[src/hjds_pkg.sv]
// Shared types, constants and the integer mix step for the job dispatch stacks.
// Used by hjds_hash_unit and hashed_job_dispatch_stacks_top; depends on nothing.
package hjds_pkg;

    localparam int WORKERS     = 4;
    localparam int STACK_DEPTH = 128;
    localparam int DESC_W      = 12;
    localparam int WORKER_W    = $clog2(WORKERS);
    localparam int IDX_W       = $clog2(STACK_DEPTH);
    localparam int CNT_W       = $clog2(STACK_DEPTH + 1);
    localparam int ADDR_W      = WORKER_W + IDX_W;
    localparam int MEM_DEPTH   = WORKERS * STACK_DEPTH;
    localparam int KEY_W       = 32;
    localparam int MOD_W       = 3;
    localparam int MIX_STEPS   = 6;
    localparam int STEP_W      = 3;
    localparam int BIT_W       = $clog2(KEY_W);

    localparam logic [MOD_W-1:0] MOD_RESET = MOD_W'(2);
    localparam logic [MOD_W-1:0] MOD_MAX   = MOD_W'(WORKERS);

    localparam logic OP_DISPATCH = 1'b0;
    localparam logic OP_POP      = 1'b1;

    typedef enum logic [2:0] {
        ST_QUEUED  = 3'd0,
        ST_ALREADY = 3'd1,
        ST_FULL    = 3'd2,
        ST_POPPED  = 3'd3,
        ST_EMPTY   = 3'd4
    } t_status;

    typedef struct packed {
        logic             start;
        logic [KEY_W-1:0] key;
        logic [MOD_W-1:0] divisor;
    } t_hash_req;

    typedef struct packed {
        logic                done;
        logic [WORKER_W-1:0] worker;
    } t_hash_rsp;

    function automatic logic [KEY_W-1:0] mix_step(input logic [KEY_W-1:0] k,
                                                  input logic [STEP_W-1:0] step);
        logic [KEY_W-1:0] res;
        case (step)
            3'd0:    res = k + ~(k << 15);
            3'd1:    res = k ^ (k >> 10);
            3'd2:    res = k + (k << 3);
            3'd3:    res = k ^ (k >> 6);
            3'd4:    res = k + ~(k << 11);
            3'd5:    res = k ^ (k >> 16);
            default: res = k;
        endcase
        return res;
    endfunction

endpackage

[src/hjds_hash_unit.sv]
// Iterative hash and remainder unit: one mix step per cycle, then one quotient bit per cycle.
// Depends on hjds_pkg.
module hjds_hash_unit (
    input  logic                   i_clk,
    input  logic                   i_rst_n,
    input  hjds_pkg::t_hash_req    i_req,
    output hjds_pkg::t_hash_rsp    o_rsp
);

    typedef enum logic [2:0] {
        H_IDLE = 3'b001,
        H_MIX  = 3'b010,
        H_DIV  = 3'b100
    } t_hstate;

    t_hstate                              r_state;
    logic [hjds_pkg::KEY_W-1:0]           r_k;
    logic [hjds_pkg::STEP_W-1:0]          r_step;
    logic [hjds_pkg::BIT_W-1:0]           r_bit;
    logic [hjds_pkg::MOD_W-1:0]           r_div;
    logic [hjds_pkg::WORKER_W-1:0]        r_rem;
    logic                                 r_done;
    logic [hjds_pkg::WORKER_W:0]          n_trial;
    logic [hjds_pkg::WORKER_W:0]          n_rem;

    always_comb begin
        n_trial = {r_rem, r_k[hjds_pkg::KEY_W-1]};
        if (n_trial >= r_div) begin
            n_rem = n_trial - r_div;
        end else begin
            n_rem = n_trial;
        end
    end

    always_ff @(posedge i_clk) begin
        if (!i_rst_n) begin
            r_state <= H_IDLE;
            r_done  <= 1'b0;
            r_step  <= '0;
            r_bit   <= '0;
            r_rem   <= '0;
        end else begin
            r_done <= 1'b0;
            case (r_state)
                H_IDLE: begin
                    if (i_req.start) begin
                        r_k     <= i_req.key;
                        r_div   <= i_req.divisor;
                        r_step  <= '0;
                        r_state <= H_MIX;
                    end
                end
                H_MIX: begin
                    r_k <= hjds_pkg::mix_step(r_k, r_step);
                    if (r_step == hjds_pkg::STEP_W'(hjds_pkg::MIX_STEPS - 1)) begin
                        r_bit   <= '0;
                        r_rem   <= '0;
                        r_state <= H_DIV;
                    end else begin
                        r_step <= r_step + 1'b1;
                    end
                end
                H_DIV: begin
                    r_k   <= r_k << 1;
                    r_rem <= n_rem[hjds_pkg::WORKER_W-1:0];
                    r_bit <= r_bit + 1'b1;
                    if (r_bit == hjds_pkg::BIT_W'(hjds_pkg::KEY_W - 1)) begin
                        r_done  <= 1'b1;
                        r_state <= H_IDLE;
                    end
                end
                default: begin
                    r_state <= H_IDLE;
                end
            endcase
        end
    end

    assign o_rsp.done   = r_done;
    assign o_rsp.worker = r_rem;

endmodule

[config.mk]
export PLATFORM = sky130hd
export DESIGN_NAME = hjds_hash_unit
export DESIGN_NICKNAME = d
export VERILOG_FILES = /design/src/hjds_pkg.sv /design/src/hjds_hash_unit.sv
export SDC_FILE = /design/constraint.sdc
export NUM_CORES = 1
export LEC_CHECK = 0
export ABC_AREA = 1
export BUFFER_PORTS_ARGS = -buffer_cell sky130_fd_sc_hd__clkbuf_2
export CORE_UTILIZATION = 50
export CTS_CLUSTER_DIAMETER = 120
export DETAILED_ROUTE_END_ITERATION = 6
export PLACE_DENSITY = 0.69
export SLEW_MARGIN = 25
export SYNTH_ARGS = -nofsm -noshare
export SYNTH_HDL_FRONTEND = slang
export SYNTH_SLANG_ARGS = --single-unit
[constraint.sdc]
create_clock -name i_clk -period 3.2 [get_ports i_clk]
set_input_delay 0.32 -clock i_clk [delete_from_list [all_inputs] [get_ports i_clk]]
set_output_delay 0.32 -clock i_clk [all_outputs]
set_load 0.02 [all_outputs]
Yosys cells after proc, flatten, opt, wreduce, memory -nomap -nowiden
Index checks and enable logic that the tools add are counted.
W data, S select, Z words.
{"block": "op_classes", "n_addsub": 6, "order_cmp": 1, "n_eq_ne": 14, "mux": 16, "bitwise_logic": 5, "reduce_logical": 10}
{"op": "$pmux W32 S6", "n": 1}
{"op": "$add A32 B32 Y32", "n": 3}
{"op": "$pmux W32 S3", "n": 1}
{"op": "$not A32 Y32", "n": 2}
{"op": "$mux W32", "n": 1}
{"op": "$xor A32 B16 Y32", "n": 1}
{"op": "$xor A32 B22 Y32", "n": 1}
{"op": "$xor A32 B26 Y32", "n": 1}
{"op": "$mux W3", "n": 5}
{"op": "$pmux W5 S2", "n": 1}
{"op": "$eq A3 B2 Y1 const B", "n": 3}
{"op": "$eq A3 B3 Y1 const B", "n": 3}
{"op": "$pmux W3 S3", "n": 1}
{"op": "$reduce_and A3 Y1", "n": 3}
{"op": "$ne A2 B2 Y1 const B", "n": 4}
{"op": "$ne A7 B2 Y1 const B", "n": 1}
{"op": "$eq A3 B1 Y1 const B", "n": 2}
{"op": "$pmux W3 S2", "n": 1}
{"op": "$add A5 B1 Y5 const B", "n": 1}
{"op": "$eq A5 B5 Y1 const B", "n": 1}
{"op": "$mux W5", "n": 1}
{"op": "$mux W2", "n": 2}
{"op": "$pmux W2 S2", "n": 1}
{"op": "$reduce_and A2 Y1", "n": 2}
{"op": "other kinds (8)", "n": 9}
{"block": "totals", "register_bits": 49, "input_bits": 38, "out_inout_bits": 3}

Depth between registers and ports, before layout
Gate-level depths: netlist (run 1).
{"block": "depth", "word_depth": 4, "mapped_depth": 19, "ltp_nobuf": 19}

Worst setup path after synthesis (run 1)
OpenSTA, ideal clock, no wires.
{"block": "synth_path", "path_kind": "register -> register", "from": "register r_step[0] (netlist name)", "to": "register r_k[29] (netlist name), data pin", "setup_ns": 0.252, "arrival_ns": 2.379, "t_required_ns": 2.948, "slack_ns": 0.569, "path_stages_with_launch": 17, "synth_period_minus_slack_ns": 2.631, "cell_sequence": "dfxtp_1 inv_1 ha_1 nand2_1 clkbuf_1 o21ai_0 ha_1 a21oi_1 nand2_1 a21oi_1 nand3_1 nand2_1 nand2_1 nand2_1 nand3_1 nand2_1 nand2_1"}
{"block": "synth_between", "elab_chain_len": 3, "elab_cells_between_ends": 8, "classes_between": "eq/ne: 5; mux: 2; reduce/logical: 1"}
{"element": "start, declared", "line_no": "hjds_hash_unit.sv:18", "source": "logic [hjds_pkg::STEP_W-1:0] r_step;"}
{"element": "start signal, assigned", "line_no": "hjds_hash_unit.sv:60", "source": "r_step <= r_step + 1'b1;"}
{"element": "$eq A3 B3 Y1 (tied with other cells)", "line_no": "hjds_pkg.sv:47", "source": "case (step)"}
{"element": "$pmux W32 S6 (*)", "line_no": "hjds_pkg.sv:47"}
{"element": "$pmux W32 S3 (*)", "line_no": "hjds_hash_unit.sv:44", "source": "case (r_state)"}
{"element": "end signal, assigned", "line_no": "hjds_hash_unit.sv:47", "source": "r_k <= i_req.key;"}
{"element": "end signal, assigned", "line_no": "hjds_hash_unit.sv:54", "source": "r_k <= hjds_pkg::mix_step(r_k, r_step);"}
{"element": "end signal, assigned", "line_no": "hjds_hash_unit.sv:64", "source": "r_k <= r_k << 1;"}
{"element": "end, declared", "line_no": "hjds_hash_unit.sv:17", "source": "logic [hjds_pkg::KEY_W-1:0] r_k;"}
Mark *: on every way between the ends. The rest lies on a longest branch, timed or not.
A chain may end at the register's enable or synchronous reset.

Final worst setup path (run 1)
{"block": "layout_path", "from": "register r_step[1] (netlist name)", "to": "register r_k[20] (netlist name), data pin"}
The elaborated chain is that of the path after synthesis.

==> impl_metrics.yaml, run 1 <==
die:
  die_h_um: 129
  dieArea_um2: 16600
  ioPinCount: 41
  initial_core_utilization_pct: 50.9
  core.rowCount: 46
  fp.dieW_um: 129
  fp.coreArea_um2: 15800
worst_setup_path:
  crit_path_max_fanout: 35
  crit_path_start_kind: "register"
  worst-r2r-cell-count: 17
  endpoint_kind: "register"
  worstPathRequired_ns: 3.27
  critPathKind: "register to register"
  crit_arrival_ns: 3.08
timing:
  ratio_of_final_minimum_period_to_clock_period_pct: 94.1
  timing.fmax_mhz: 332
  finalSetupTns_ns: 0
  hold-worst-slack_ns: 0.177
  worst_slew_margin_relative_to_its_limit_pct: 49.9
  final_count_of_hold_timing_violations: 0
  grt_setup_unrepaired: "yes"
  tightestPinTransition_ns: 0.749
  drv_slew: 0
  final.setup_skew_ns: 0.0113
  post-route-min-period_ns: 3.01
  setup_viol: 0
routing:
  routedWlPerCell_um: 18.7
  vias_per_cell: 5.80
  detailroute.via_count: 9924
  drtAntennaViolNets: 0
  drc_errors: 0
  drt_iter0_markers: 908
  drt_pass1_iterations: 7
  routed_wl_um: 32000
cells_and_area:
  finish.utilization_pct: 55.9
  drive_gt1_share_pct: 8.82
  fin_nets: 1596
  p_r_area_growth_vs_syn_pct: 9.82
  nFillCells: 1725
  finalNonFillerCells: 1712
  num_antenna_cells: 0
  layout.cells.most_common_list: "sky130_fd_sc_hd__nand2_1, sky130_fd_sc_hd__inv_1, sky130_fd_sc_hd__a21oi_1, sky130_fd_sc_hd__nand3_1, sky130_fd_sc_hd__o21ai_0"
  most_common_cell_after_layout_fill_and_taps_aside: "sky130_fd_sc_hd__nand2_1"
outcome:
  outcome: "complete, no violations"
synthesis:
  post_synth_num_cell_types: 47
  synthMuxAreaShare_pct: 0
  synthesis.yosys.warnings: 0
  fraction_of_synthesized_cell_area_taken_by_the_top_area_cell_type_pct: 21.9
  synth_top_family_by_area: "simple AND/OR/NAND/NOR gates"
  post_synth_and_or_nand_nor_area_fraction_pct: 40.1
  ff_latch_count_synth: 49
  postSynthAreaPerCell_um2: 5.59
  syn-num-nets: 1542
  synthXorXnorAreaFrac_pct: 0.653
  synth_sequential_area_ratio_pct: 16.5
  syn_area_um2: 8050
  synth_adder_area_share_pct: 9.88
  synth_cells: 1441
  synthesized_area_fraction_occupied_by_ao_oa_aoi_and_oai_cells_pct: 19.8
  yosys.area.top_type: "sky130_fd_sc_hd__nand2_1"
  synthTopCellsByArea: "sky130_fd_sc_hd__nand2_1, sky130_fd_sc_hd__edfxtp_1, sky130_fd_sc_hd__inv_1"
clock_tree:
  clock_sink_count: 49
  cts.htree.levels: 2
  clk-insertion-delay-late_ns: 0.32
  tritoncts: "built"
  clock_tree.root_cell: "sky130_fd_sc_hd__clkbuf_16"
  numCtsBuffers: 5
  clk_slew_on_worst_s_h_paths_ns: 0.08
  maximum_clock_path_buffer_count: 2
  post_cts_buffers: 0
global_route:
  grt_pass1_wl_um: 49800
  globalRouteTotalUtil_pct: 39.7
  initial_antenna_violation_count: 0
  gr-total-overflow: 0
  grt_max_degree: 36
  vias_in_the_first_global_route: 9008
power_and_ir_drop:
  power.ir.vdd_worst_uv: 210
  totalPowerFinal_w: 0.00354
  power-per-cell-area_nw_per_um2: 401
  power_leakage_nw: 4.67
placed_design:
  place_congestion: 1.03
  dpl.hpwl_um: 25300
  io_buffer_count: 40
  placed_cells_incl_taps: 1704
worst_hold_path:
  hold_path_class: "input pin to register"
  hold_depth: 1
job:
  number_of_max_cap_violations: 0
through the flow:
stage	instance area, um2	worst slack, ns
finish	8840	0.189
global route	8840	-0.0392
global placement	8660	0.269
detailed placement	8660	0.210
CTS	8820	0.193
floorplan	8050	0.569
report_power, final:
group	internal, W	switching (W)
combinational	0.000654	0.00136
sequential	0.000763	0.000157
clock	0.000302	0.000302
synth_stat cells, drive strengths merged:
library cell	instances
and2	2
nand3	123
nand3b	6
a31oi	3
a221oi	2
a32o	1
or2	3
edfxtp	35
o22ai	8
o221ai	4
nor2	108
o21ai	122
nand4	27
o211ai	9
clkbuf	13
o31ai	3
inv	235
a21oi	125
xnor2	2
dfxtp	14
nor3	14
fa	1
o21bai	7
a21boi	1
ha	62
a211oi	3
xor2	4
a22oi	1
a21o	2
o21a	1
buf	19
o2111ai	1
nand2	480
cells by family after synthesis:
kind of cell	count (synthesis)
buffers and inverters	267
flip-flops	49
adder cells (fa/ha/maj)	63
AO/OA/AOI/OAI	293
AND/OR/NAND/NOR	763
XOR/XNOR	6
per-layer routing:
layer  vias to the layer above  global-route usage (%)  wire, um
li1                       4834                       -         -
met1                      4413                    51.7     13100
met2                       553                    62.1     13700
met3                       124                    9.15      3630
met4                         0                    18.8      1570
met5                         -                       0         0
state kept, by name, summed over array words and instances (netlist names):
name	count
r_step	3
r_k	32
r_state	3
r_done	1
r_rem	2
r_div	3
r_bit	5
critical path, cell delays in order, from the launching register on:
cell	delay, ns
sky130_fd_sc_hd__dfxtp_1	0.38
sky130_fd_sc_hd__inv_1	0.10
sky130_fd_sc_hd__ha_1	0.20
sky130_fd_sc_hd__nand2_1	0.11
sky130_fd_sc_hd__buf_12	0.18
sky130_fd_sc_hd__o21ai_0	0.11
sky130_fd_sc_hd__ha_1	0.40
sky130_fd_sc_hd__nand2_1	0.12
sky130_fd_sc_hd__nor2_1	0.17
sky130_fd_sc_hd__inv_1	0.09
sky130_fd_sc_hd__nor2_1	0.13
sky130_fd_sc_hd__nand3_1	0.17
sky130_fd_sc_hd__nand4_1	0.14
sky130_fd_sc_hd__nand3_1	0.16
sky130_fd_sc_hd__nand2_1	0.14
sky130_fd_sc_hd__inv_1	0.05
sky130_fd_sc_hd__nand2_1	0.05
sky130_fd_sc_hd__nand2_1	0.04
final timing paths:
path              slack [ns]  endpoint  startpoint
hold / removal          0.18  r_div[1]    i_req[1]
setup reg to reg        0.19   r_k[20]   r_step[1]
hold reg to reg         0.47  r_bit[4]    r_bit[4]
setup / recovery        0.19   r_k[20]   r_step[1]
repair_timing:
action | in CTS | in global routing
hold buffers | 0 | 0
resized for setup | 0 | 9
setup endpoints to repair | 0 | 10
final cells by class:
type	instances	area [um2]	share of cell area (%)
multi-input cells	1125	5700	64.4
repair buffers	79	505	5.72
clock buffers	5	125	1.41
inverters	235	882	9.97
flip-flops and latches	49	1330	15.1
clock inverters	3	28.8	0.325
well taps	216	270	3.06
(Power assumes the default switching activity.)
==> run 2, diff against run 1 <==
--- a/config.mk
+++ b/config.mk
@@ -5,13 +5,12 @@
 export SDC_FILE = /design/constraint.sdc
 export NUM_CORES = 1
 export LEC_CHECK = 0
-export ABC_AREA = 1
 export BUFFER_PORTS_ARGS = -buffer_cell sky130_fd_sc_hd__clkbuf_2
 export CORE_UTILIZATION = 50
 export CTS_CLUSTER_DIAMETER = 120
 export DETAILED_ROUTE_END_ITERATION = 6
-export PLACE_DENSITY = 0.69
-export SLEW_MARGIN = 25
+export PLACE_DENSITY = 0.7
+export SLEW_MARGIN = 20
 export SYNTH_ARGS = -nofsm -noshare
 export SYNTH_HDL_FRONTEND = slang
 export SYNTH_SLANG_ARGS = --single-unit
==> impl_metrics.yaml, run 2 <==
worst_setup_path:
  cp_max_stage_cell: "sky130_fd_sc_hd__or4_4"
  worstPathRequired_ns: 3.38
  max_stage_delay_ns: 0.55
  crit_path_max_fanout: 5
  crit_arrival_ns: 3.31
  crit_top_cell: "sky130_fd_sc_hd__o41ai_4"
  crit_path_start_kind: "register"
  critPathKind: "register to register"
  endpoint_kind: "register"
  path_buf_inv: 1
  crit_path_cell_trace: "buf_6 -> or4_4 -> o41ai_4 -> o211ai_2 -> o21ai_4 -> o2bb2ai_2 -> o41ai_4 -> mux2i_1 -> o31a_1"
  timing.critical_path.max_delay_family: "compound AO/OA/AOI/OAI gates"
timing:
  final_count_of_hold_timing_violations: 0
  post-route-min-period_ns: 3.13
  setup_viol: 0
  tightestPinTransition_ns: 0.814
  worst_slew_margin_relative_to_its_limit_pct: 45.7
  hold-worst-slack_ns: 0.191
  ratio_of_final_minimum_period_to_clock_period_pct: 97.9
  drv_slew: 0
  final.setup_skew_ns: 0.00992
  timing.fmax_mhz: 319
  timing.final.ws_setup_ns: 0.0683
power_and_ir_drop:
  switching_share_pct: 36.1
  power_leakage_nw: 3.23
  power-per-cell-area_nw_per_um2: 293
  power.clock.fraction_pct: 28.2
  power.net_switching_w: 0.000823
  power.ir.vdd_worst_uv: 217
  internal_power_w: 0.00145
  p_seq_share_pct: 33.4
  combinationalPowerShare_pct: 38.4
cells_and_area:
  most_common_cell_after_layout_fill_and_taps_aside: "sky130_fd_sc_hd__buf_4"
  nFillCells: 1167
  layout.cells.most_common_list: "sky130_fd_sc_hd__buf_4, sky130_fd_sc_hd__o21ai_0, sky130_fd_sc_hd__nor2_1"
  finalInstanceArea_um2: 7760
  finish.utilization_pct: 60.5
  drive_gt1_share_pct: 19.2
  p_r_area_growth_vs_syn_pct: 16.2
  num_antenna_cells: 0
  biggestRegsByFlops: "r_k x32, r_bit x5"
  regMostFlops: "r_k"
  largest_register_ffs: 32
  fin_nets: 998
synthesis:
  syn-num-nets: 936
  ff_latch_count_synth: 49
  syn_area_um2: 6680
  postSynthAreaPerCell_um2: 8.00
  yosys.area.top_type: "sky130_fd_sc_hd__edfxtp_1"
  synthTopCellsByArea: "sky130_fd_sc_hd__edfxtp_1, sky130_fd_sc_hd__ha_1, sky130_fd_sc_hd__o21ai_0"
  fraction_of_synthesized_cell_area_taken_by_the_top_area_cell_type_pct: 15.7
  synth-async-reset-ratio_pct: 0
  synth_cells: 835
  synth_sequential_area_ratio_pct: 19.9
  synthesis.yosys.warnings: 0
  post_synth_num_cell_types: 77
  yosysMostFrequentCell: "sky130_fd_sc_hd__o21ai_0"
  synth_enable_flop_cells: 35
  synthTopCellsByCount: "sky130_fd_sc_hd__o21ai_0, sky130_fd_sc_hd__nor2_1, sky130_fd_sc_hd__ha_1"
  synth_top_flop_cell: "sky130_fd_sc_hd__edfxtp_1"
global_route:
  vias_in_the_first_global_route: 6922
  grt_max_degree: 39
  initial_antenna_violation_count: 0
  globalRouteTotalUtil_pct: 33.5
  grt_pass1_wl_um: 36800
  gr-total-overflow: 0
routing:
  drt_iter0_markers: 1087
  routed_wl_um: 23600
  drtAntennaViolNets: 0
  detailroute.via_count: 7271
  drt_pass1_iterations: 6
  highest_routed_layer: "met4"
  vias_per_cell: 6.80
  met3WireLength_um: 2320
  drt-met1-wl_um: 10200
  routedWlPerCell_um: 22.1
  met2WireLength_um: 10400
  drc_errors: 0
placed_design:
  dpl.hpwl_um: 17700
  place_congestion: 0.955
  pre_cts_setup_slack_ns: -0.0146
  io_buffer_count: 40
  postPlaceCellArea_um2: 7360
clock_tree:
  maximum_clock_path_buffer_count: 2
  ctsHoldBuffers: 0
  numCtsBuffers: 5
  clk_slew_on_worst_s_h_paths_ns: 0.08
  clk-insertion-delay-late_ns: 0.31
  cts.htree.levels: 2
  tritoncts: "built"
  clock_tree.root_cell: "sky130_fd_sc_hd__clkbuf_16"
  clock_sink_count: 49
die:
  initial_core_utilization_pct: 52.1
  ioPinCount: 41
  fp.coreArea_um2: 12800
  fp.dieW_um: 118
  die_h_um: 118
  dieArea_um2: 13800
  core.rowCount: 41
outcome:
  outcome: "complete, no violations"
worst_hold_path:
  hold_path_class: "input pin to register"
job:
  number_of_max_cap_violations: 0
-- run 2: cell count changes in the layout (fill, tap and decap cells not counted), sizes merged, moves of 35 or more --
cell	before	now
nor2	108	69
buf	39	76
mux2i	0	35
a21oi	125	51
o21ai	122	75
nand2	480	61
inv	237	28
nand3	123	20
-- run 2: worst register-to-register path: cells and delay by family (launching register included) --
kind / cells / cell delay, ns
AND/OR/NAND/NOR: 1 / 0.55
buffers and inverters: 1 / 0.17
flip-flops: 1 / 0.47
AO/OA/AOI/OAI: 6 / 1.52
multiplexers: 1 / 0.29
-- run 2: final cells by class --
class,count,area [um2],area share [%]
sequential,49,1330,17.2
clock inverter,2,38.8,0.500
multi-input combinational,696,5130,66.1
inverter,29,109,1.40
timing repair buffer,116,803,10.3
clock buffer,6,129,1.66
tap,172,215,2.77
-- run 2: repair_timing --
| action | in CTS | in global routing |
|---|---|---|
| pin swaps | 1 | 14 |
| resized for setup | 2 | 33 |
| cloned | 0 | 0 |
| setup buffers | 0 | 12 |
| setup endpoints to repair | 2 | 14 |
-- run 2: power groups by stage --
stage                     sequential (W)  combinational [W]  clock (W)
after CTS                       0.000757           0.000812   0.000647
after global routing            0.000761           0.000942   0.000666
final                           0.000760           0.000876   0.000642
after detailed placement        0.000771           0.000805          0
after global placement          0.000770           0.000792          0
after floorplan                 0.000752           0.000574          0
-- run 2: cell families (layout without fill, tap and decap cells) --
logic type | after synthesis | after routing | synth area share, %
compound gates | 323 | 323 | 34.9
xor+xnor | 50 | 50 | 6.55
fa+ha+maj | 63 | 63 | 11.9
buf+inv | 90 | 153 | 5.45
flops | 49 | 49 | 19.9
mux | 36 | 36 | 5.41
simple gates | 224 | 224 | 15.9
-- run 2: metrics by stage --
stage,TNS [ns],std cells,total power (W)
floorplan,0,835,0.00133
global placement,0,1050,0.00156
detailed placement,-0.0146,1050,0.00158
CTS,0,1058,0.00222
global route,-0.0648,1070,0.00237
finish,0,1070,0.00228
-- run 2: routing by layer --
layer,global-route usage (%),up-vias
met2,52.3,408
met1,45.5,3461
met3,7.27,62
li1,-,3340
met4,11.5,0
met5,0,-
-- run 2: path summary, 6_finish.rpt --
path              startpoint       end  slack (ns)  depth (start not counted)
setup / recovery      r_k[3]   r_k[29]        0.07                          9
hold / removal      i_req[0]  r_div[0]        0.19                          1
setup reg to reg      r_k[3]   r_k[29]        0.07                          9
hold reg to reg     r_bit[4]  r_bit[4]        0.53                          2
==> run 3, diff against run 2 <==
--- a/config.mk
+++ b/config.mk
@@ -9,6 +9,7 @@
 export CORE_UTILIZATION = 50
 export CTS_CLUSTER_DIAMETER = 120
 export DETAILED_ROUTE_END_ITERATION = 6
+export MAX_ROUTING_LAYER = met4
 export PLACE_DENSITY = 0.7
 export SLEW_MARGIN = 20
 export SYNTH_ARGS = -nofsm -noshare
==> impl_metrics.yaml, run 3 (synthesis results as in run 2) <==
global_route:
  globalRouteTotalUtil_pct: 34.9
  vias_in_the_first_global_route: 6846
  grt_max_degree: 39
  initial_antenna_violation_count: 1
  gr-total-overflow: 0
  grt_pass1_wl_um: 36900
die:
  initial_core_utilization_pct: 52.1
  core.rowCount: 41
  dieArea_um2: 13800
  die_h_um: 118
  fp.coreArea_um2: 12800
  fp.dieW_um: 118
  ioPinCount: 41
worst_setup_path:
  crit_path_max_fanout: 6
  endpoint_kind: "register"
  crit_arrival_ns: 3.32
  worstPathRequired_ns: 3.38
  critPathKind: "register to register"
  crit_path_start_kind: "register"
timing:
  worst_slew_margin_relative_to_its_limit_pct: 50.2
  final_count_of_hold_timing_violations: 0
  timing.fmax_mhz: 319
  timing.final.ws_setup_ns: 0.0655
  setup_viol: 0
  tightestPinTransition_ns: 0.746
  drv_slew: 0
  post-route-min-period_ns: 3.13
  hold-worst-slack_ns: 0.188
  final.setup_skew_ns: 0.0101
  ratio_of_final_minimum_period_to_clock_period_pct: 98.0
cells_and_area:
  finalInstanceArea_um2: 7760
  p_r_area_growth_vs_syn_pct: 16.1
  most_common_cell_after_layout_fill_and_taps_aside: "sky130_fd_sc_hd__buf_4"
  fin_nets: 1000
  finish.utilization_pct: 60.5
  biggestRegsByFlops: "r_k x32, r_bit x5"
  drive_gt1_share_pct: 19.1
  nFillCells: 1195
  largest_register_ffs: 32
  regMostFlops: "r_k"
  layout.cells.most_common_list: "sky130_fd_sc_hd__buf_4, sky130_fd_sc_hd__o21ai_0, sky130_fd_sc_hd__nor2_1"
clock_tree:
  clock_tree.root_cell: "sky130_fd_sc_hd__clkbuf_16"
  ctsHoldBuffers: 0
  tritoncts: "built"
  clk-insertion-delay-late_ns: 0.31
  numCtsBuffers: 5
  clock_sink_count: 49
  cts.htree.levels: 2
  clk_slew_on_worst_s_h_paths_ns: 0.08
  maximum_clock_path_buffer_count: 2
routing:
  drc_errors: 0
  detailroute.via_count: 7356
  drt_pass1_iterations: 6
  routed_wl_um: 24000
  vias_per_cell: 6.86
  drt_iter0_markers: 1045
  drtAntennaViolNets: 0
  routedWlPerCell_um: 22.4
power_and_ir_drop:
  p_seq_share_pct: 33.6
  power.clock.fraction_pct: 27.9
  power.ir.vdd_worst_uv: 340
  power-per-cell-area_nw_per_um2: 292
  combinationalPowerShare_pct: 38.5
  internal_power_w: 0.00145
  power_leakage_nw: 3.22
  power.net_switching_w: 0.000819
  switching_share_pct: 36.1
outcome:
  outcome: "complete, no violations"
placed_design:
  dpl.hpwl_um: 18100
  postPlaceCellArea_um2: 7370
  io_buffer_count: 40
  place_congestion: 1.02
  pre_cts_setup_slack_ns: 0.0123
worst_hold_path:
  hold_path_class: "input pin to register"
job:
  number_of_max_cap_violations: 0
-- run 3: cell types whose count changed in the layout (fill, tap and decap cells not counted), moves of 3 or more --
cell / delta
sky130_fd_sc_hd__ha_1: +6
sky130_fd_sc_hd__ha_2: -6
sky130_fd_sc_hd__buf_4: +5
sky130_fd_sc_hd__mux2i_2: +4
sky130_fd_sc_hd__mux2i_1: -3
-- run 3: final timing paths --
kind | startpoint | to | slack [ns] | depth (start not counted)
worst max register to register | r_step[0] | r_k[29] | 0.07 | 14
worst min-delay path | i_req[1] | r_div[1] | 0.19 | 1
worst min register to register | r_bit[4] | r_bit[4] | 0.51 | 2
worst max-delay path | r_step[0] | r_k[29] | 0.07 | 14
-- run 3: critical path: stages, from the launching register on --
cell	delay, ns
sky130_fd_sc_hd__dfxtp_1	0.36
sky130_fd_sc_hd__inv_2	0.06
sky130_fd_sc_hd__ha_4	0.17
sky130_fd_sc_hd__nand2_4	0.11
sky130_fd_sc_hd__buf_8	0.12
sky130_fd_sc_hd__mux2i_2	0.21
sky130_fd_sc_hd__ha_1	0.27
sky130_fd_sc_hd__a21o_1	0.21
sky130_fd_sc_hd__a21o_1	0.20
sky130_fd_sc_hd__a21oi_2	0.17
sky130_fd_sc_hd__o21bai_1	0.09
sky130_fd_sc_hd__o2bb2ai_2	0.15
sky130_fd_sc_hd__o41ai_4	0.38
sky130_fd_sc_hd__mux2i_2	0.33
sky130_fd_sc_hd__o31a_1	0.18
-- run 3: stage by stage --
stage          power, W  setup TNS, ns  cells
2_1_floorplan   0.00133              0    835
3_3_place_gp    0.00156              0   1053
3_5_place_dp    0.00158              0   1053
4_1_cts         0.00221              0   1061
5_1_grt         0.00236        -0.0292   1073
6_report        0.00227              0   1073
-- run 3: cell type report --
type	count	area [um2]	area share [%]
diodes	1	2.50	0.0323
clock buffers	6	129	1.66
clock inverters	2	35.0	0.452
inverters	29	109	1.40
multi-input cells	696	5140	66.3
flip-flops and latches	49	1330	17.2
well taps	172	215	2.77
repair buffers	118	793	10.2
-- run 3: power by group through the flow --
stage	sequential (W)	combinational, W	clock [W]
floorplan	0.000752	0.000574	0
global placement	0.000772	0.000790	0
detailed placement	0.000774	0.000806	0
CTS	0.000759	0.000812	0.000638
global route	0.000764	0.000941	0.000651
finish	0.000763	0.000872	0.000633
-- run 3: metal layers --
| layer | up-vias | track usage [%] | share of wire (%) | wire length, um |
|---|---|---|---|---|
| li1 | 3343 | - | - | - |
| met1 | 3456 | 45.5 | 42 | 10000 |
| met2 | 474 | 53.2 | 44 | 10700 |
| met3 | 83 | 8.19 | 11 | 2620 |
| met4 | 0 | 11.4 | 2.9 | 685 |
| met5 | - | - | 0 | 0 |
-- run 3: timing repair --
action	4_1_cts	5_1_grt
endpoints found under the setup margin	0	14
buffers inserted	0	11
resized for setup	0	31
